--- src/rtl/smsq_pkg.sv ---
// shared types, codes and constants of the smbus master transfer sequencer
package smsq_pkg;

    localparam int BUFFER_DEPTH = 32;
    localparam int BUF_AW       = 5;
    localparam int LEN_W        = 6;

    localparam logic [7:0] DIR_MASK        = 8'hFE;
    localparam logic [7:0] CFG_RESET_VALUE = 8'd10;
    localparam logic [7:0] COUNT_MAX       = 8'hFF;
    localparam logic [LEN_W-1:0] SENT_MAX  = '1;

    localparam logic [2:0] OP_LOAD    = 3'd0;
    localparam logic [2:0] OP_WRITE   = 3'd1;
    localparam logic [2:0] OP_READ    = 3'd2;
    localparam logic [2:0] OP_EVENT   = 3'd3;
    localparam logic [2:0] OP_DISABLE = 3'd4;

    localparam logic [3:0] SC_START         = 4'd0;
    localparam logic [3:0] SC_REP_START     = 4'd1;
    localparam logic [3:0] SC_MT_ADDR_ACK   = 4'd2;
    localparam logic [3:0] SC_MT_ADDR_NACK  = 4'd3;
    localparam logic [3:0] SC_MT_DATA_ACK   = 4'd4;
    localparam logic [3:0] SC_MT_DATA_NACK  = 4'd5;
    localparam logic [3:0] SC_MR_ADDR_ACK   = 4'd6;
    localparam logic [3:0] SC_MR_ADDR_NACK  = 4'd7;
    localparam logic [3:0] SC_MR_DATA_ACK   = 4'd8;
    localparam logic [3:0] SC_MR_DATA_NACK  = 4'd9;
    localparam logic [3:0] SC_ARB_LOST      = 4'd10;

    localparam logic [1:0] ACT_NONE  = 2'd0;
    localparam logic [1:0] ACT_CLEAR = 2'd1;
    localparam logic [1:0] ACT_SET   = 2'd2;

    localparam logic [2:0] RETRY_MT_ADDR = 3'b001;
    localparam logic [2:0] RETRY_MT_DATA = 3'b010;
    localparam logic [2:0] RETRY_ARB     = 3'b100;

    localparam logic CFG_READ_NACK_LIMIT = 1'b0;
    localparam logic CFG_FAIL_GRACE      = 1'b1;

    typedef struct packed {
        logic [2:0]        operation;
        logic [3:0]        status_code;
        logic [7:0]        slave_address;
        logic [LEN_W-1:0]  transfer_length;
        logic [BUF_AW-1:0] buffer_index;
        logic [7:0]        data_byte;
    } t_item;

    typedef struct packed {
        logic              device_fail;
        logic              read_done;
        logic [7:0]        rx_byte;
        logic [BUF_AW-1:0] rx_index;
        logic              rx_valid;
        logic              bus_held;
        logic              engine_reset;
        logic [1:0]        ack_action;
        logic [1:0]        stop_action;
        logic [1:0]        start_action;
        logic              tx_valid;
        logic [7:0]        tx_byte;
    } t_result;

endpackage

--- src/rtl/smsq_core.sv ---
// sequencer state, transmit buffer and per-request decision logic
module smsq_core (
    input  logic               i_clk,
    input  logic               i_rst_n,
    input  logic               i_fire,
    input  smsq_pkg::t_item    i_item,
    input  logic               i_cfg_we,
    input  logic               i_cfg_index,
    input  logic [7:0]         i_cfg_wdata,
    output smsq_pkg::t_result  o_result
);

    logic [7:0] r_nack_limit, r_grace_limit;
    logic [7:0] r_target, n_target;
    logic [7:0] r_checked, n_checked;
    logic       r_dir, n_dir;
    logic       r_busy, n_busy;
    logic [smsq_pkg::LEN_W-1:0] r_wlen, n_wlen;
    logic [smsq_pkg::LEN_W-1:0] r_rlen, n_rlen;
    logic [smsq_pkg::LEN_W-1:0] r_sent, n_sent;
    logic [smsq_pkg::LEN_W-1:0] r_rcvd, n_rcvd;
    logic [2:0] r_retry, n_retry;
    logic [7:0] r_nack_cnt, n_nack_cnt;
    logic [7:0] r_grace_cnt, n_grace_cnt;
    logic [7:0] r_buf [smsq_pkg::BUFFER_DEPTH];

    logic [smsq_pkg::LEN_W-1:0] sent_pos, rx_pos, clip_len, sent_inc;
    logic [7:0]                 slot_byte;
    logic                       slot_ok, fail, retry_hit, send_addr, send_slot;
    logic [2:0]                 retry_bit;
    smsq_pkg::t_result          res;

    always_comb begin
        n_target    = r_target;
        n_checked   = r_checked;
        n_dir       = r_dir;
        n_busy      = r_busy;
        n_wlen      = r_wlen;
        n_rlen      = r_rlen;
        n_sent      = r_sent;
        n_rcvd      = r_rcvd;
        n_retry     = r_retry;
        n_nack_cnt  = r_nack_cnt;
        n_grace_cnt = r_grace_cnt;
        res         = '0;
        fail        = 1'b0;
        send_addr   = 1'b0;
        send_slot   = 1'b0;
        retry_bit   = 3'b000;

        sent_pos  = r_sent - smsq_pkg::LEN_W'(1);
        rx_pos    = r_rcvd - smsq_pkg::LEN_W'(1);
        slot_ok   = (r_sent != '0) && (sent_pos < smsq_pkg::LEN_W'(smsq_pkg::BUFFER_DEPTH));
        slot_byte = slot_ok ? r_buf[sent_pos[smsq_pkg::BUF_AW-1:0]] : 8'h00;
        sent_inc  = (r_sent == smsq_pkg::SENT_MAX) ? r_sent : r_sent + smsq_pkg::LEN_W'(1);
        clip_len  = (i_item.transfer_length > smsq_pkg::LEN_W'(smsq_pkg::BUFFER_DEPTH)) ?
                    smsq_pkg::LEN_W'(smsq_pkg::BUFFER_DEPTH) : i_item.transfer_length;

        case (i_item.operation)
            smsq_pkg::OP_WRITE, smsq_pkg::OP_READ: begin
                n_target = i_item.slave_address;
                if (i_item.operation == smsq_pkg::OP_WRITE) begin
                    n_wlen = clip_len;
                    n_dir  = 1'b0;
                end else begin
                    n_rlen = clip_len;
                    n_dir  = 1'b1;
                end
                n_busy           = 1'b1;
                res.start_action = smsq_pkg::ACT_SET;
            end
            smsq_pkg::OP_EVENT: begin
                case (i_item.status_code)
                    smsq_pkg::SC_START: begin
                        send_addr = 1'b1;
                        n_checked = r_target;
                    end
                    smsq_pkg::SC_REP_START:  send_addr = 1'b1;
                    smsq_pkg::SC_MT_ADDR_ACK: send_slot = 1'b1;
                    smsq_pkg::SC_MT_ADDR_NACK: retry_bit = smsq_pkg::RETRY_MT_ADDR;
                    smsq_pkg::SC_MT_DATA_ACK: begin
                        if (r_sent <= r_wlen) begin
                            send_slot = 1'b1;
                        end else begin
                            res.stop_action = smsq_pkg::ACT_SET;
                            n_busy          = 1'b0;
                        end
                    end
                    smsq_pkg::SC_MT_DATA_NACK: retry_bit = smsq_pkg::RETRY_MT_DATA;
                    smsq_pkg::SC_MR_ADDR_ACK: begin
                        res.ack_action = (r_rcvd == r_rlen) ? smsq_pkg::ACT_CLEAR
                                                            : smsq_pkg::ACT_SET;
                    end
                    smsq_pkg::SC_MR_ADDR_NACK: begin
                        if (r_nack_cnt > r_nack_limit) begin
                            res.device_fail = (r_grace_cnt > r_grace_limit);
                            if (r_grace_cnt != smsq_pkg::COUNT_MAX) begin
                                n_grace_cnt = r_grace_cnt + 8'd1;
                            end
                            n_nack_cnt = '0;
                            fail       = 1'b1;
                        end else begin
                            if (r_nack_cnt != smsq_pkg::COUNT_MAX) begin
                                n_nack_cnt = r_nack_cnt + 8'd1;
                            end
                            res.start_action = smsq_pkg::ACT_SET;
                        end
                    end
                    smsq_pkg::SC_MR_DATA_ACK: begin
                        if ((r_rcvd != '0) && (r_rcvd < r_rlen)) begin
                            res.rx_valid   = 1'b1;
                            res.rx_index   = rx_pos[smsq_pkg::BUF_AW-1:0];
                            res.rx_byte    = i_item.data_byte;
                            res.ack_action = (r_rcvd == r_rlen - smsq_pkg::LEN_W'(1)) ?
                                             smsq_pkg::ACT_CLEAR : smsq_pkg::ACT_SET;
                            n_rcvd         = r_rcvd + smsq_pkg::LEN_W'(1);
                        end
                    end
                    smsq_pkg::SC_MR_DATA_NACK: begin
                        if (r_rcvd != '0) begin
                            res.rx_valid = 1'b1;
                            res.rx_index = rx_pos[smsq_pkg::BUF_AW-1:0];
                            res.rx_byte  = i_item.data_byte;
                        end
                        res.stop_action = smsq_pkg::ACT_SET;
                        res.ack_action  = smsq_pkg::ACT_SET;
                        res.read_done   = 1'b1;
                        n_busy          = 1'b0;
                        n_grace_cnt     = '0;
                        n_nack_cnt      = '0;
                    end
                    smsq_pkg::SC_ARB_LOST: retry_bit = smsq_pkg::RETRY_ARB;
                    default: fail = 1'b1;
                endcase
            end
            smsq_pkg::OP_DISABLE: fail = 1'b1;
            default: ;
        endcase

        // one retry per write-side nack kind or arbitration loss
        retry_hit = (retry_bit != '0) && ((r_retry & retry_bit) != '0);
        if (retry_bit != '0) begin
            if (retry_hit) begin
                n_retry = r_retry & ~retry_bit;
                fail    = 1'b1;
            end else begin
                n_retry          = r_retry | retry_bit;
                res.start_action = smsq_pkg::ACT_SET;
            end
        end

        if (send_addr) begin
            res.tx_byte      = (r_target & smsq_pkg::DIR_MASK) | {7'd0, r_dir};
            res.tx_valid     = 1'b1;
            res.start_action = smsq_pkg::ACT_CLEAR;
            n_rcvd           = smsq_pkg::LEN_W'(1);
            n_sent           = smsq_pkg::LEN_W'(1);
        end

        if (send_slot) begin
            res.tx_byte  = slot_byte;
            res.tx_valid = 1'b1;
            n_sent       = sent_inc;
        end

        if (fail) begin
            res.engine_reset = 1'b1;
            res.start_action = smsq_pkg::ACT_CLEAR;
            res.stop_action  = smsq_pkg::ACT_CLEAR;
            res.ack_action   = smsq_pkg::ACT_CLEAR;
            n_busy           = 1'b0;
        end

        res.bus_held = n_busy;
    end

    assign o_result = res;

    always_ff @(posedge i_clk) begin
        if (!i_rst_n) begin
            r_nack_limit  <= smsq_pkg::CFG_RESET_VALUE;
            r_grace_limit <= smsq_pkg::CFG_RESET_VALUE;
        end else if (i_cfg_we) begin
            if (i_cfg_index == smsq_pkg::CFG_READ_NACK_LIMIT) begin
                r_nack_limit <= i_cfg_wdata;
            end
            if (i_cfg_index == smsq_pkg::CFG_FAIL_GRACE) begin
                r_grace_limit <= i_cfg_wdata;
            end
        end
    end

    always_ff @(posedge i_clk) begin
        if (!i_rst_n) begin
            r_target    <= '0;
            r_checked   <= '0;
            r_dir       <= 1'b0;
            r_busy      <= 1'b0;
            r_wlen      <= '0;
            r_rlen      <= '0;
            r_sent      <= '0;
            r_rcvd      <= '0;
            r_retry     <= '0;
            r_nack_cnt  <= '0;
            r_grace_cnt <= '0;
        end else if (i_fire) begin
            r_target    <= n_target;
            r_checked   <= n_checked;
            r_dir       <= n_dir;
            r_busy      <= n_busy;
            r_wlen      <= n_wlen;
            r_rlen      <= n_rlen;
            r_sent      <= n_sent;
            r_rcvd      <= n_rcvd;
            r_retry     <= n_retry;
            r_nack_cnt  <= n_nack_cnt;
            r_grace_cnt <= n_grace_cnt;
        end
    end

    // transmit buffer, no reset
    always_ff @(posedge i_clk) begin
        if (i_fire && (i_item.operation == smsq_pkg::OP_LOAD)) begin
            r_buf[i_item.buffer_index] <= i_item.data_byte;
        end
    end

    a_fail_frees_bus: assert property (@(posedge i_clk) disable iff (!i_rst_n)
        (i_fire && fail) |=> !r_busy)
        else $error("failure left the bus claimed");

    a_start_claims_bus: assert property (@(posedge i_clk) disable iff (!i_rst_n)
        (i_fire && ((i_item.operation == smsq_pkg::OP_WRITE) ||
                    (i_item.operation == smsq_pkg::OP_READ))) |=> r_busy)
        else $error("transfer start did not claim the bus");

    a_rcvd_bound: assert property (@(posedge i_clk) disable iff (!i_rst_n)
        r_rcvd <= smsq_pkg::LEN_W'(smsq_pkg::BUFFER_DEPTH))
        else $error("receive count beyond buffer depth");

endmodule

--- src/rtl/smbus_master_transfer_sequencer_top.sv ---
// top level of the smbus master transfer sequencer: stream ports and pipeline registers
//
// channel   | ports                        | contents
// ----------+------------------------------+------------------------------------------
// request   | i_s_axis_t*, o_s_axis_tready | tuser: operation; tdata: status, address,
//           |                              |   length, buffer index, data byte
// result    | o_m_axis_t*, i_m_axis_tready | tdata: one result per request
// config    | i_cfg_we, i_cfg_index, data  | 0 read nack limit, 1 fail report grace
//
// one request per cycle sustained while results are accepted; a taken request goes through
// the input register, then decision logic into the result register, where it is offered
// the input register keeps taking requests while a result waits, until both stages are full
// synchronous active-low reset clears sequencer state; both limits return to 10

module smbus_master_transfer_sequencer_top (
    input  logic        i_clk,
    input  logic        i_rst_n,
    input  logic        i_s_axis_tvalid,
    output logic        o_s_axis_tready,
    input  logic [31:0] i_s_axis_tdata,   // status_code, slave_address, transfer_length,
                                          // buffer_index, data_byte, zero pad
    input  logic [2:0]  i_s_axis_tuser,   // operation
    output logic        o_m_axis_tvalid,
    input  logic        i_m_axis_tready,
    output logic [39:0] o_m_axis_tdata,   // tx_byte, tx_valid, start_action, stop_action,
                                          // ack_action, engine_reset, bus_held, rx_valid,
                                          // rx_index, rx_byte, read_done, device_fail, pad
    input  logic        i_cfg_we,
    input  logic        i_cfg_index,
    input  logic [7:0]  i_cfg_wdata
);

    logic              r_in_valid;
    smsq_pkg::t_item   r_in;
    logic              r_out_valid;
    smsq_pkg::t_result r_out;
    smsq_pkg::t_result core_result;
    smsq_pkg::t_item   in_item;
    logic              advance;
    logic              in_take;

    assign in_item.operation       = i_s_axis_tuser;
    assign in_item.status_code     = i_s_axis_tdata[3:0];
    assign in_item.slave_address   = i_s_axis_tdata[11:4];
    assign in_item.transfer_length = i_s_axis_tdata[17:12];
    assign in_item.buffer_index    = i_s_axis_tdata[22:18];
    assign in_item.data_byte       = i_s_axis_tdata[30:23];

    assign advance         = r_in_valid && (!r_out_valid || i_m_axis_tready);
    assign o_s_axis_tready = !r_in_valid || advance;
    assign in_take         = i_s_axis_tvalid && o_s_axis_tready;

    smsq_core u_core (
        .i_clk       (i_clk),
        .i_rst_n     (i_rst_n),
        .i_fire      (advance),
        .i_item      (r_in),
        .i_cfg_we    (i_cfg_we),
        .i_cfg_index (i_cfg_index),
        .i_cfg_wdata (i_cfg_wdata),
        .o_result    (core_result)
    );

    always_ff @(posedge i_clk) begin
        if (!i_rst_n) begin
            r_in_valid <= 1'b0;
        end else if (in_take) begin
            r_in_valid <= 1'b1;
        end else if (advance) begin
            r_in_valid <= 1'b0;
        end
    end

    always_ff @(posedge i_clk) begin
        if (in_take) begin
            r_in <= in_item;
        end
    end

    always_ff @(posedge i_clk) begin
        if (!i_rst_n) begin
            r_out_valid <= 1'b0;
        end else if (advance) begin
            r_out_valid <= 1'b1;
        end else if (i_m_axis_tready) begin
            r_out_valid <= 1'b0;
        end
    end

    always_ff @(posedge i_clk) begin
        if (advance) begin
            r_out <= core_result;
        end
    end

    assign o_m_axis_tvalid = r_out_valid;
    assign o_m_axis_tdata  = {7'd0, 33'(r_out)};

    a_done_releases: assert property (@(posedge i_clk) disable iff (!i_rst_n)
        (r_out_valid && r_out.read_done) |->
            (!r_out.bus_held && (r_out.stop_action == smsq_pkg::ACT_SET)))
        else $error("read completion without stop and bus release");

    a_fail_with_reset: assert property (@(posedge i_clk) disable iff (!i_rst_n)
        (r_out_valid && r_out.device_fail) |-> (r_out.engine_reset && !r_out.bus_held))
        else $error("device failure reported without engine reset");

    a_rx_tx_exclusive: assert property (@(posedge i_clk) disable iff (!i_rst_n)
        r_out_valid |-> !(r_out.rx_valid && r_out.tx_valid))
        else $error("transmit and receive byte in one result");

    a_input_kept: assert property (@(posedge i_clk) disable iff (!i_rst_n)
        (r_in_valid && !advance) |=> r_in_valid)
        else $error("pending request dropped");

endmodule
--- config.mk ---
export PLATFORM = sky130hd
export DESIGN_NAME = smbus_master_transfer_sequencer_top
export DESIGN_NICKNAME = d
export VERILOG_FILES = /design/src/rtl/smsq_pkg.sv /design/src/rtl/smsq_core.sv /design/src/rtl/smbus_master_transfer_sequencer_top.sv
export SDC_FILE = /design/constraint.sdc
export NUM_CORES = 1
export LEC_CHECK = 0
export BUFFER_PORTS_ARGS = -buffer_cell sky130_fd_sc_hd__buf_2
export CAP_MARGIN = 20
export CELL_PAD_IN_SITES_DETAIL_PLACEMENT = 0
export CELL_PAD_IN_SITES_GLOBAL_PLACEMENT = 2
export CORE_ASPECT_RATIO = 0.5
export CORE_MARGIN = 2
export CORE_UTILIZATION = 23
export DETAILED_ROUTE_END_ITERATION = 8
export GPL_ROUTABILITY_DRIVEN = 0
export PLACE_DENSITY = 0.5
export SLEW_MARGIN = 20
export SYNTH_ARGS = -nofsm -noshare
export SYNTH_HDL_FRONTEND = slang
export SYNTH_SLANG_ARGS = --single-unit
--- constraint.sdc ---
create_clock -name i_clk -period 3.95 [get_ports i_clk]
set_clock_uncertainty 0.1 [all_clocks]
set_input_delay 0.79 -clock i_clk [delete_from_list [all_inputs] [get_ports i_clk]]
set_output_delay 0.79 -clock i_clk [all_outputs]
set_load 0.05 [all_outputs]
Word level (Yosys, flattened, before mapping)
Memory sizes are Yosys's and may differ from the RTL's.
Index checks and enable logic that the tools add are counted.
{ "word_totals": {"reg_bits": 138, "latch_bits": 0, "ramBits": 256, "rom_bits": 0, "word_cells": 176, "n_memories": 1} }
{ "mem_list": {"columns": ["name", "depth", "word_bits", "rd", "rd_clocked_by_memory_dff", "wr", "line", "text"], "rows": [
  ["u_core.r_buf", 32, 8, 1, 0, 1, "smsq_core.sv:25", "logic [7:0] r_buf [smsq_pkg::BUFFER_DEPTH];"]
]} }
{ "op_classes": {"n_addsub": 7, "multipliers": 0, "div": 0, "magnitude_cmp": 6, "n_eq_ne": 23, "shift": 0, "n_mux": 58, "n_bitwise": 8, "reduce_logical": 39} }
{ "op_table": {"columns": ["operator", "count"], "rows": [
  ["6-bit 2-to-1 mux", 8],
  ["8-bit 2-to-1 mux", 6],
  ["8-bit case mux with 2 select lines", 2],
  ["14-bit 2-to-1 mux", 2],
  ["14-bit case mux with 2 select lines", 1],
  ["1-bit 2-to-1 mux", 17],
  ["8-bit by 1-bit adder with 8-bit output (second input constant)", 2],
  ["4-bit by 3-bit equality test with 1-bit output (second input constant)", 4],
  ["8-bit > comparator", 2],
  ["2-bit 2-to-1 mux", 8],
  ["8-bit != test (second input constant)", 2],
  ["2-bit nonzero test", 7],
  ["6-bit by 1-bit adder with 6-bit output (second input constant)", 2],
  ["4-bit equality test (second input constant)", 3],
  ["6-bit equality test", 2],
  ["3-bit AND reduction", 4],
  ["6-bit nonzero test", 2],
  ["6-bit by 1-bit subtractor with 6-bit output (second input constant)", 2],
  ["11-bit 2-to-1 mux", 1],
  ["1-bit case mux with 2 select lines", 5],
  ["10-bit OR reduction", 1],
  ["3-bit case mux with 3 select lines", 1],
  ["4-bit by 2-bit equality test with 1-bit output (second input constant)", 2],
  ["8-bit by 1-bit bitwise OR with 8-bit output", 1],
  ["32 further kinds", 54]
]} }

Depth between registers and ports, before layout
Gate-level depths: netlist (run 1).
{ "logic_depth": {"depth_word": 10, "mapped_depth": 11, "mapped_depth_nobuf": 8} }

Hierarchy
Synthesis (run 1) repeated with hierarchy kept, for this count alone.
{ "hier_totals": {"cells_unflattened": 1171, "hier_area_um2": 16564.6} }
{ "modules_own_cells": {"columns": ["module", "instances", "cells_per_inst", "area_each_um2"], "rows": [
  ["smsq_core", 1, 1087, 14392.6],
  ["smbus_master_transfer_sequencer_top", 1, 84, 2172.1]
]} }

Worst setup path after synthesis (run 1)
OpenSTA, ideal clock, no wires.
{ "synth_path": {"path_kind": "input -> register", "startpoint": "input i_m_axis_tready", "endpoint": "memory u_core.r_buf[28][0], enable pin", "setup_time_ns": 0.370, "arrival_ns": 3.308, "path_slack_ns": 0.172, "path_stages": 8, "n_path_buf": 2, "path_cell_list": "nor2b_1 -> nand2b_1 -> buf_2 -> inv_2 -> clkbuf_1 -> and4b_1 -> nand3_1 -> nor2_1"} }
{ "synth_between": {"elab_chain_len": 5} }
{ "synth_lines": {"columns": ["item", "line", "text"], "rows": [
  ["start, declared", "smbus_master_transfer_sequencer_top.sv:24", "input logic i_m_axis_tready,"],
  ["1-bit logical OR", "smbus_master_transfer_sequencer_top.sv:49", "assign advance = r_in_valid && (!r_out_valid || i_m_axis_tready);"],
  ["1-bit logical AND", "smbus_master_transfer_sequencer_top.sv:49", null],
  ["net advance", "smbus_master_transfer_sequencer_top.sv:39", "logic advance;"],
  ["1-bit logical AND", "smsq_core.sv:223", "if (i_fire && (i_item.operation == smsq_pkg::OP_LOAD)) begin"],
  ["1-bit 2-to-1 mux", "smsq_core.sv:223", null],
  ["1-bit 2-to-1 mux (not written as such)", "smsq_core.sv:224", "r_buf[i_item.buffer_index] <= i_item.data_byte;"],
  ["end, declared", "smsq_core.sv:25", null]
]} }
The timed path passes the listed nets, and every way through them passes these cells.

==> metrics.txt, run 1 <==
final std cells w/o fill 2252; CP arrival approximately 3.2 ns; Crit Path Max Fanout 41; largest net degree at the start of global routing 70; Post-synth ARST share 0; via count 9671; Least-Margin Pin Slew 0.957 ns; Yosys cell types a little under 70; DRC Markers 4; Cells after Synth 1119; hold_sp i_s_axis_tdata[26]; status complete, but fails checks; vias in the first global route 10300; Die Ht 194 um; synth-to-layout area growth 20.0%; CTS H-Tree Depth 2; hold path depth 1; Lkg Pwr 6.70 nW; CTS resizes 0; R2R cell count 7; Avg Inst Size Synth around 15 um2; number of synthesized flops with an enable pin between 300 and 400; grt ovf 0; Worst Setup End Kind register; Reg-to-Reg Start u_core.r_sent[1]$_SDFFE_PN0P_; Req. time, crit path just over 4 ns; FP Rows 69; number of routed nets with antenna violations 0; Hold Path Class in -> reg; Port Buf Inserts 81; Tot GR Track Use 0.115; reg2reg setup slack 0.96 ns; max_slew headroom 0.362; Synth Flop Type edfxtp_1; FF+latch count, synth 392; Starting Density 0.234; layout cell share with drive strength beyond 1 0.230; Inst Count DP approximately 2200; Period minus WS final 2.99 ns; initial antenna violation count 2; Final WS setup 0.964 ns; vias per cell 4.29; pre-CTS setup slack 0.769 ns; Synth Cell Area 16700 um2; die width 385 um; Routed wire per std cell 19.1 um; Pre-antenna DRT Iters 6; yosys warns 0; Final #Nets 1347; CTS sink cnt 392; clk root buf clkbuf_16; Longest Clk Path Bufs 3; Max Transition Viols Final 0; startpoint types register; max cap viols 0; post-synthesis sequential area ratio 0.665; Setup TNS 0 ns; clock-pin transition on the worst setup and hold timing paths 0.06 ns; CTS Buf Count 43; Pwr Density 443 nW/um2; f_max 335 MHz; die footprint 74700 um2; DP Wirelength 28200 um; CTS tree done; RSZ-0062 raised after global routing no; WL final 42900 um; worst vdd ir between 0.0003 and 0.0004 V; global-route wire length before repair 64700 um; worst flop-to-flop path endpoint o_m_axis_tdata[3]$_DFFE_PP_; latest clock arrival within the worst-skew pair ~0.57 ns; hold path endpoint r_in[3]$_DFFE_PP_; Setup Fix Bufs, Post-CTS 0; IO Pins 91; DR iter-0 viols 639; critical path type reg -> reg; final setup fails 0; Hold Fails Final Rpt 0; Tcrit/Tclk final 0.756; failing checks DRC; ANT cells 0; core footprint 71300 um2; Hold-fix buffers, CTS 0
worst max-delay path, cell delays in order (launching register included):
cell and delay, ns:
dfxtp_1 0.45, inv_1 0.14, ha_2 0.53, buf_12 0.32, mux4_2 0.37, mux2_1 0.30
o211ai_1 0.38, nand3_1 0.13
routing by layer:
| layer | GRT usage | vias up | wire length (um) |
|---|---|---|---|
| met2 | 0.189 | 147 | 20200 |
| met3 | 0.0217 | 63 | 1490 |
| met1 | 0.156 | 4915 | 20300 |
| met4 | 0.0328 | 0 | 923 |
| met5 | 0 | - | 0 |
| li1 | - | 4546 | - |
report_power, final:
| group | switching [mW] | internal (mW) |
|---|---|---|
| clock network | 1.67 | 2.27 |
| logic | 0.251 | 0.0989 |
| registers | 0.0351 | 4.52 |
worst max path at each step:
stage / from / cells past startpoint / slack, ns / endpoint
6_report: u_core.r_sent[1]$_SDFFE_PN0P_ / 7 / 0.96 / o_m_axis_tdata[3]$_DFFE_PP_
5_1_grt: u_core.r_sent[1]$_SDFFE_PN0P_ / 9 / 0.85 / o_m_axis_tdata[1]$_DFFE_PP_
4_1_cts: u_core.r_sent[1]$_SDFFE_PN0P_ / 7 / 0.91 / o_m_axis_tdata[3]$_DFFE_PP_
3_5_place_dp: i_m_axis_tready / 10 / 0.77 / u_core.r_buf[24][5]$_DFFE_PP_
3_3_place_gp: i_m_axis_tready / 10 / 0.76 / u_core.r_buf[26][5]$_DFFE_PP_
2_1_floorplan: i_m_axis_tready / 8 / 0.17 / u_core.r_buf[28][0]$_DFFE_PP_
registers in the layout, indices dropped and copies added (netlist names), 6 cells and up, named ones only:
| signal | count |
|---|---|
| o_m_axis_tdata | 33 |
| u_core.r_grace_limit | 8 |
| u_core.r_sent | 6 |
| u_core.r_nack_cnt | 8 |
| r_in | 33 |
| u_core.r_wlen | 6 |
| u_core.r_grace_cnt | 8 |
| u_core.r_rlen | 6 |
| u_core.r_rcvd | 6 |
| u_core.r_nack_limit | 8 |
| u_core.r_buf | 256 |
| u_core.r_target | 7 |
layout by cell type (no fill, tap or decap), types with 11 or more instances in the layout:
master / instances
and2_1: 15
dfxtp_1: 69
nand2_1: 92
mux4_2: 64
nand2b_1: 15
nor3_1: 11
and3_1: 11
mux2_2: 11
edfxtp_1: 322
o21ai_0: 16
nor2_1: 88
inv_1: 38
nand3_1: 25
ha_1: 36
o21ai_1: 12
nand4_1: 11
clkbuf_16: 43
a21oi_1: 41
o211ai_1: 24
clkinv_1: 13
buf_4: 55
mux2i_1: 41
nor2b_1: 14
buf_2: 81
through the flow:
stage	cell area, um2	util	power, mW	hold WS, ns
after global routing	20000	0.280	9.18	0.263
after floorplan	16700	-	4.85	0.336
after CTS	19900	0.279	9.00	0.254
after global placement	18600	0.260	4.98	0.348
final	20000	0.280	8.84	0.293
after detailed placement	18600	0.261	4.99	0.354
synthesized netlist by cell type, types with 9 or more instances:
library cell / n / area share
nor2_1: 88 / 0.020
xnor2_1: 12 / 0.0063
nand2b_1: 15 / 0.0056
clkbuf_1: 27 / 0.0061
o21ai_1: 12 / 0.0036
buf_2: 13 / 0.0039
inv_1: 38 / 0.0086
xor2_1: 9 / 0.0047
edfxtp_1: 322 / 0.58
nand3_1: 25 / 0.0075
and3_1: 11 / 0.0041
nor2b_1: 14 / 0.0053
mux2_2: 11 / 0.0074
nor3_1: 11 / 0.0033
mux2i_1: 41 / 0.025
mux4_2: 64 / 0.087
dfxtp_1: 70 / 0.084
o21ai_0: 16 / 0.0048
and2_1: 16 / 0.0060
a21oi_1: 41 / 0.012
ha_1: 37 / 0.028
nand4_1: 11 / 0.0041
o211ai_1: 24 / 0.011
nand2_1: 92 / 0.021
logic make-up (layout without fill, tap and decap cells):
| kind of cell | count (synthesis) | count (layout) | synth area share |
|---|---|---|---|
| muxes | 121 | 121 | 0.122 |
| other | 1 | 7 | 0.000225 |
| adders and majority gates | 37 | 37 | 0.0278 |
| and+or+nand+nor | 319 | 319 | 0.0971 |
| DFF | 392 | 392 | 0.665 |
| AOI/OAI and AO/OA | 134 | 134 | 0.0530 |
| xor gates and xnor gates | 21 | 21 | 0.0110 |
| buffers and inverters | 94 | 263 | 0.0240 |
layout make-up:
cell class	instances	area, um2
Clock buffer	53	1110
Clock inverter	25	235
Fill cell	7259	51300
Inverter	41	154
Multi-Input combinational cell	639	5230
Sequential cell	392	11100
Tap cell	958	1200
Timing Repair Buffer	144	983
Note: power is estimated with default switching activity, not from simulation.
==> inputs of run 2 (changes only) <==
Settings changed: PLACE_DENSITY 0.5 to 0.49.
Clock period 3.95 ns to 2.85 ns, I/O delays scaled along.
==> run 2 against run 1 <==
Effect of this change:
- the flow still finishes with violations (DRC)
- fmax rose by 12%
- die area is the same
- non-clock buffer count grew 24
- critical path type unchanged
- largest power group unchanged
==> metrics.txt, run 2 (synthesis results as in run 1) <==
status complete, but fails checks; failing checks DRC; latest clock arrival within the worst-skew pair 0.57 ns (about the same); area of the multi-input gates 5230 um2 (about the same); CTS H-Tree Depth 2 (unchanged); Setup TNS 0 ns (unchanged); synth-to-layout area growth 20.8%; vias in the first global route 10100 (-1.1%); max_slew headroom 0.531 (+0.169); Final WS setup 0.185 ns (-0.779 ns); Port Buf Inserts 81 (unchanged); Starting Density 0.234 (unchanged); ANT cells 0 (unchanged); final std cells w/o fill 2273 (+0.93%); Setup Fix Bufs, Post-CTS 0 (unchanged); largest net degree at the start of global routing 44 (-37%); FP Rows 69 (unchanged); CP dominant cell by count a21oi_1; Tcrit/Tclk final 0.935 (+0.179); Top reg by flops u_core.r_buf; grt ovf 0 (unchanged); commonest cells after routing, fill and taps aside edfxtp_1 (322), nand2_1 (92), nor2_1 (88); IO Pins 91 (unchanged); Inst Count DP 2198 (+1.2%); DR iter-0 viols 626 (-2.0%); startpoint types register; worst vdd ir 0.000348 V (+8.4%); Longest Clk Path Bufs 3 (unchanged); layout cell share with drive strength beyond 1 0.247 (+0.0176); commonest non-fill, non-tap cell in the layout edfxtp_1; Period minus WS final 2.66 ns (-0.321 ns); CTS sink cnt 392 (unchanged); WL final 43600 um (+1.7%); Max Transition Viols Final 0 (unchanged); Hold Path Class in -> reg; die footprint 74700 um2 (unchanged); Final Power 12.1 mW (+37%); DP Wirelength 29300 um (+3.9%); Worst Setup End Kind register; critical path type reg -> reg; Pwr Density 602 nW/um2 (+36%); clock-pin transition on the worst setup and hold timing paths 0.06 ns (about the same); critical path's slowest cell or4_1; Routed wire per std cell 19.2 um (+0.74%); DRC Markers 4 (unchanged); f_max 375 MHz (+12%); via count 9709 (+0.39%); CP arrival 3.05 ns (-0.14 ns); family with the most delay on the worst path simple AND/OR/NAND/NOR gates; Final #Nets 1369 (+1.6%); CP peak stage delay 0.52 ns (about the same); Lkg Pwr 6.79 nW (+1.4%); Die Ht 194 um (unchanged); final setup fails 0 (unchanged); Crit Path Max Fanout 8 (-80%); CTS Buf Count 41 (-4.7%); Buf/Inv on CP 1 (-1); core footprint 71300 um2 (unchanged); worst-path cell chain inv_1, ha_1, a21oi_1, nand3b_4, nor4_4, o211ai_2, or4_1, a21oi_1; number of routed nets with antenna violations 0 (unchanged); Hold Fails Final Rpt 0 (unchanged); fin area 20100 um2 (+0.68%); Tot GR Track Use 0.117 (+0.00191); Req. time, crit path 3.24 ns (-0.91 ns); pre-CTS setup slack 0.0816 ns (-0.687 ns); max cap viols 0 (unchanged); Post-DP Area 18800 um2 (+1.2%); die width 385 um (unchanged); register area 11100 um2 (unchanged); vias per cell 4.27 (-0.53%); Fillers 7236 (-0.32%); RSZ-0062 raised after global routing no; Least-Margin Pin Slew 0.698 ns (-0.259 ns); Pre-antenna DRT Iters 7 (+1); clk root buf clkbuf_16; global-route wire length before repair 65800 um (+1.7%); initial antenna violation count 1 (-1); Largest register FFs 256 (unchanged); CTS tree done
## run 2: changes by cell type in the layout (fill, tap and decap cells not counted), sizes merged
cell,previous run,this run
clkinvlp,1,4
clkbuf,53,50
inv,42,41
bufinv,4,3
clkinv,19,18
buf,144,168
## run 2: per-layer routing
layer  up-vias  GRT usage  routed length (um)
met5         -          0                   0
met4         0     0.0357                1050
met3        69     0.0219                1640
met2       164      0.191               20600
met1      4892      0.158               20400
li1       4584          -                   -
## run 2: final timing paths
check | cells past startpoint | slack [ns] | to | start
setup reg to reg | 8 | 0.19 | u_core.r_rcvd[5]$_SDFFE_PN0P_ | u_core.r_rlen[5]$_SDFFE_PN0P_
hold reg to reg | 2 | 0.36 | u_core.r_nack_limit[5]$_SDFFE_PN0P_ | u_core.r_nack_limit[5]$_SDFFE_PN0P_
setup / recovery | 8 | 0.19 | u_core.r_rcvd[5]$_SDFFE_PN0P_ | u_core.r_rlen[5]$_SDFFE_PN0P_
hold / removal | 1 | 0.07 | r_in[4]$_DFFE_PP_ | i_s_axis_tdata[27]
## run 2: timing repair
item,CTS,global route
endpoints found under the setup margin,0,3
hold buffers,0,0
gates resized for setup,0,1
## run 2: power breakdown
part / switching (mW) / total (mW) / internal (mW)
clock network: 2.30 / 5.32 / 3.02
registers: 0.0428 / 6.30 / 6.26
logic: 0.352 / 0.490 / 0.137
## run 2: through the flow
stage	util	hold slack, ns
final	0.282	0.0731
after global routing	0.282	0.0403
after CTS	0.282	0.0300
after detailed placement	0.264	0.352
after global placement	0.264	0.351
after floorplan	-	0.336
## run 2: layout make-up
cell class                 instances  area share
sequential                       392       0.550
multi-input combinational        639       0.260
tap                              958      0.0596
timing repair buffer             168      0.0570
clock buffer                      50      0.0542
clock inverter                    25      0.0112
inverter                          41     0.00765
## run 2: worst register-to-register path: stages (launching register included)
cell and delay [ns]:
dfxtp_1 0.37, inv_1 0.06, ha_1 0.31, a21oi_1 0.30
nand3b_4 0.12, nor4_4 0.41, o211ai_2 0.23, or4_1 0.52
a21oi_1 0.18
==> inputs of run 3 (changes only) <==
Settings changed: ABC_AREA set to 1, PLACE_DENSITY 0.49 to 0.52.
Clock period 2.85 ns to 3.2 ns, I/O delays scaled along.
==> run 3 against run 2 <==
Effect of this change:
- critical endpoint is now o_m_axis_tdata[3]$_DFFE_PP_
- first-iteration DRC count down 0.32%
- routed wire length up 12%
- via count grew 21%
- the flow now finishes without violations
- critical path depth is 5 higher
- clock-buffer cell count increased by 4
- non-clock buffer count fell by 9
- critical path type unchanged
- hold slack improved by 0.069 ns
- sequential share of layout area shrank 0.55 points
- synthesized cell count up 46%
- register-to-register slack better by 0.33 ns
- design area rose by 1.0%
==> metrics.txt, run 3 <==
CTS sink cnt 392 (unchanged); max cap viols 0 (unchanged); post-synthesis sequential area ratio 0.650 (-0.0145); sequential power share 0.514 (-0.006); DP Wirelength 31300 um (+6.9%); Die Ht 196 um (+1.1%); Final #Nets 1859 (+36%); hold path depth 1 (unchanged); synth-to-layout area growth 19.4%; Setup TNS 0 ns (unchanged); area leader, netlist edfxtp_1; Worst Setup End Kind register; Cells after Synth 1639 (+46%); Period minus WS final 2.69 ns (+0.0204 ns); Fillers 7740 (+7.0%); startpoint types register; family with the most delay on the worst path simple AND/OR/NAND/NOR gates; Routed wire per std cell 17.7 um (-8.0%); vias in the first global route 12000 (+18%); Crit Path Max Fanout 9 (+1); reg2reg setup slack 0.51 ns (+0.33 ns); critical path's slowest cell ha_2; CTS resizes 0 (unchanged); Synth Cell Area 17000 um2 (+2.2%); Req. time, crit path 3.54 ns (+0.30 ns); hold_sp i_s_axis_tdata[26]; Pre-antenna DRT Iters 5 (-2); RSZ-0062 raised after global routing no; Buf/Inv on CP 3 (+2); worst flop-to-flop path endpoint o_m_axis_tdata[3]$_DFFE_PP_; via count 11800 (+21%); status complete, no violations; clock-pin transition on the worst setup and hold timing paths 0.06 ns (about the same); initial antenna violation count 0 (-1); combinational share of power 0.044 (+0.004); DR iter-0 viols 624 (-0.32%); number of routed nets with antenna violations 0 (unchanged); layout cell share with drive strength beyond 1 0.129 (-0.119); Final Util 0.278 (-0.00427); Max Transition Viols Final 0 (unchanged); area of the multi-input gates 5210 um2 (-0.33%); CP arrival 3.02 ns (-0.03 ns); ANT cells 0 (unchanged); switching part of the total 0.230 (+0.00706); CP dominant cell by count nand2_1; vias per cell 4.24 (-0.66%); Post-synth top cells nand2_1 (396), edfxtp_1 (322), nor2_1 (155); DRC Markers 0 (-4); Setup Fix Bufs, Post-CTS 0 (unchanged); global-route wire length before repair 74800 um (+14%); worst vdd ir 0.000315 V (-9.6%); FP Rows 70 (+1.4%); CTS Buf Count 42 (+2.4%); Lkg Pwr 7.55 nW (+11%); max_slew headroom 0.378 (-0.153); clk root buf clkbuf_16; latest clock arrival within the worst-skew pair 0.58 ns (about the same); Avg Inst Size Synth 10.4 um2 (-30%); yosys warns 0 (unchanged); Hold-fix buffers, CTS 0 (unchanged); number of synthesized flops with an enable pin 322 (unchanged); Post-synth ARST share 0 (unchanged); Top reg by flops u_core.r_buf; Synth Flop Type edfxtp_1; CTS tree done; Yosys cell types 41 (-41%); CTS H-Tree Depth 2 (unchanged); f_max 372 MHz (-0.76%); critical path type reg -> reg; Sw Pwr 2.52 mW (-6.8%); R2R cell count 13 (+5); core footprint 73100 um2 (+2.6%); Least-Margin Pin Slew 0.933 ns (+0.234 ns); worst-path cell chain inv_4, ha_2, inv_2, buf_4, nand2_1, a21oi_1, o21ai_0, o21ai_0, nand2_1, nand2_1, nand2_1, nand3_1, nand2_1; Tot GR Track Use 0.130 (+0.0121); ranking of synthesized cells by area edfxtp_1 (57%), nand2_1 (8.7%), dfxtp_1 (8.2%); CP peak stage delay 0.55 ns (+0.03 ns); Longest Clk Path Bufs 3 (unchanged); grt ovf 0 (unchanged); FF+latch count, synth 392 (unchanged); largest net degree at the start of global routing 133 (+200%); most common cell in the synthesized netlist nand2_1; WL final 49100 um (+12%); commonest non-fill, non-tap cell in the layout nand2_1; final setup fails 0 (unchanged); Starting Density 0.233 (-0.000753); P_int 8.43 mW (-10%); Largest register FFs 256 (unchanged); worst hold slack 0.143 ns (+0.0694 ns); Tcrit/Tclk final 0.839 (-0.0959); Final Power 10.9 mW (-9.7%); Synth top area share 0.568 (-0.0126); hold path endpoint r_in[3]$_DFFE_PP_; Reg-to-Reg Start u_core.r_sent[0]$_SDFFE_PN0P_; die width 389 um (+1.1%); die footprint 76300 um2 (+2.2%); Hold Path Class in -> reg; Pwr Density 539 nW/um2 (-11%); clock power share 0.442 (+0.003); Port Buf Inserts 81 (unchanged); IO Pins 91 (unchanged); Hold Fails Final Rpt 0 (unchanged); commonest cells after routing, fill and taps aside nand2_1 (396), edfxtp_1 (322), nor2_1 (155); register area 11100 um2 (unchanged)
run 3: final cells by class:
type / instances / share of cell area
Sequential cell: 392 / 0.545
Inverter: 112 / 0.0208
Timing Repair Buffer: 159 / 0.0525
Clock inverter: 22 / 0.0104
Clock buffer: 54 / 0.0550
Multi-Input combinational cell: 1066 / 0.257
Tap cell: 972 / 0.0598
run 3: cells by family after synthesis:
logic type,after synthesis,synth area share
xor gates and xnor gates,25,0.0144
buffers and inverters,187,0.0450
other,1,0.000220
and+or+nand+nor,709,0.172
AOI/OAI and AO/OA,288,0.0914
DFF,392,0.650
adders and majority gates,37,0.0272
run 3: routing by layer:
metal,part of all wire,vias to the layer above,GRT usage
met2,0.48,129,0.221
met1,0.47,5650,0.169
met3,0.031,70,0.0223
met4,0.021,0,0.0369
met5,0,-,0
li1,-,5935,-
run 3: how the worst max path moves through the flow:
stage,from,endpoint,cells past startpoint
floorplan,i_m_axis_tready,u_core.r_rcvd[0]$_SDFFE_PN0P_,7
global placement,i_m_axis_tready,u_core.r_buf[29][4]$_DFFE_PP_,10
detailed placement,i_m_axis_tready,u_core.r_buf[13][7]$_DFFE_PP_,10
CTS,u_core.r_sent[0]$_SDFFE_PN0P_,o_m_axis_tdata[3]$_DFFE_PP_,13
global route,r_in[33]$_DFFE_PP_,o_m_axis_tdata[1]$_DFFE_PP_,7
finish,u_core.r_sent[0]$_SDFFE_PN0P_,o_m_axis_tdata[3]$_DFFE_PP_,13
run 3: per-stage QoR:
stage	std cells	instance area, um2	worst slack [ns]
floorplan	1645	17000	0.407
global placement	2701	19000	0.436
finish	2777	20300	0.515
detailed placement	2701	19000	0.432
global route	2777	20300	0.262
CTS	2777	20300	0.468
run 3: power by group through the flow:
stage / clock [mW] / sequential [mW] / combinational [mW]
after global routing: 5.22 / 5.63 / 0.538
after CTS: 5.04 / 5.63 / 0.494
after detailed placement: 0 / 5.74 / 0.493
final: 4.84 / 5.63 / 0.478
after global placement: 0 / 5.74 / 0.494
after floorplan: 0 / 5.81 / 0.216
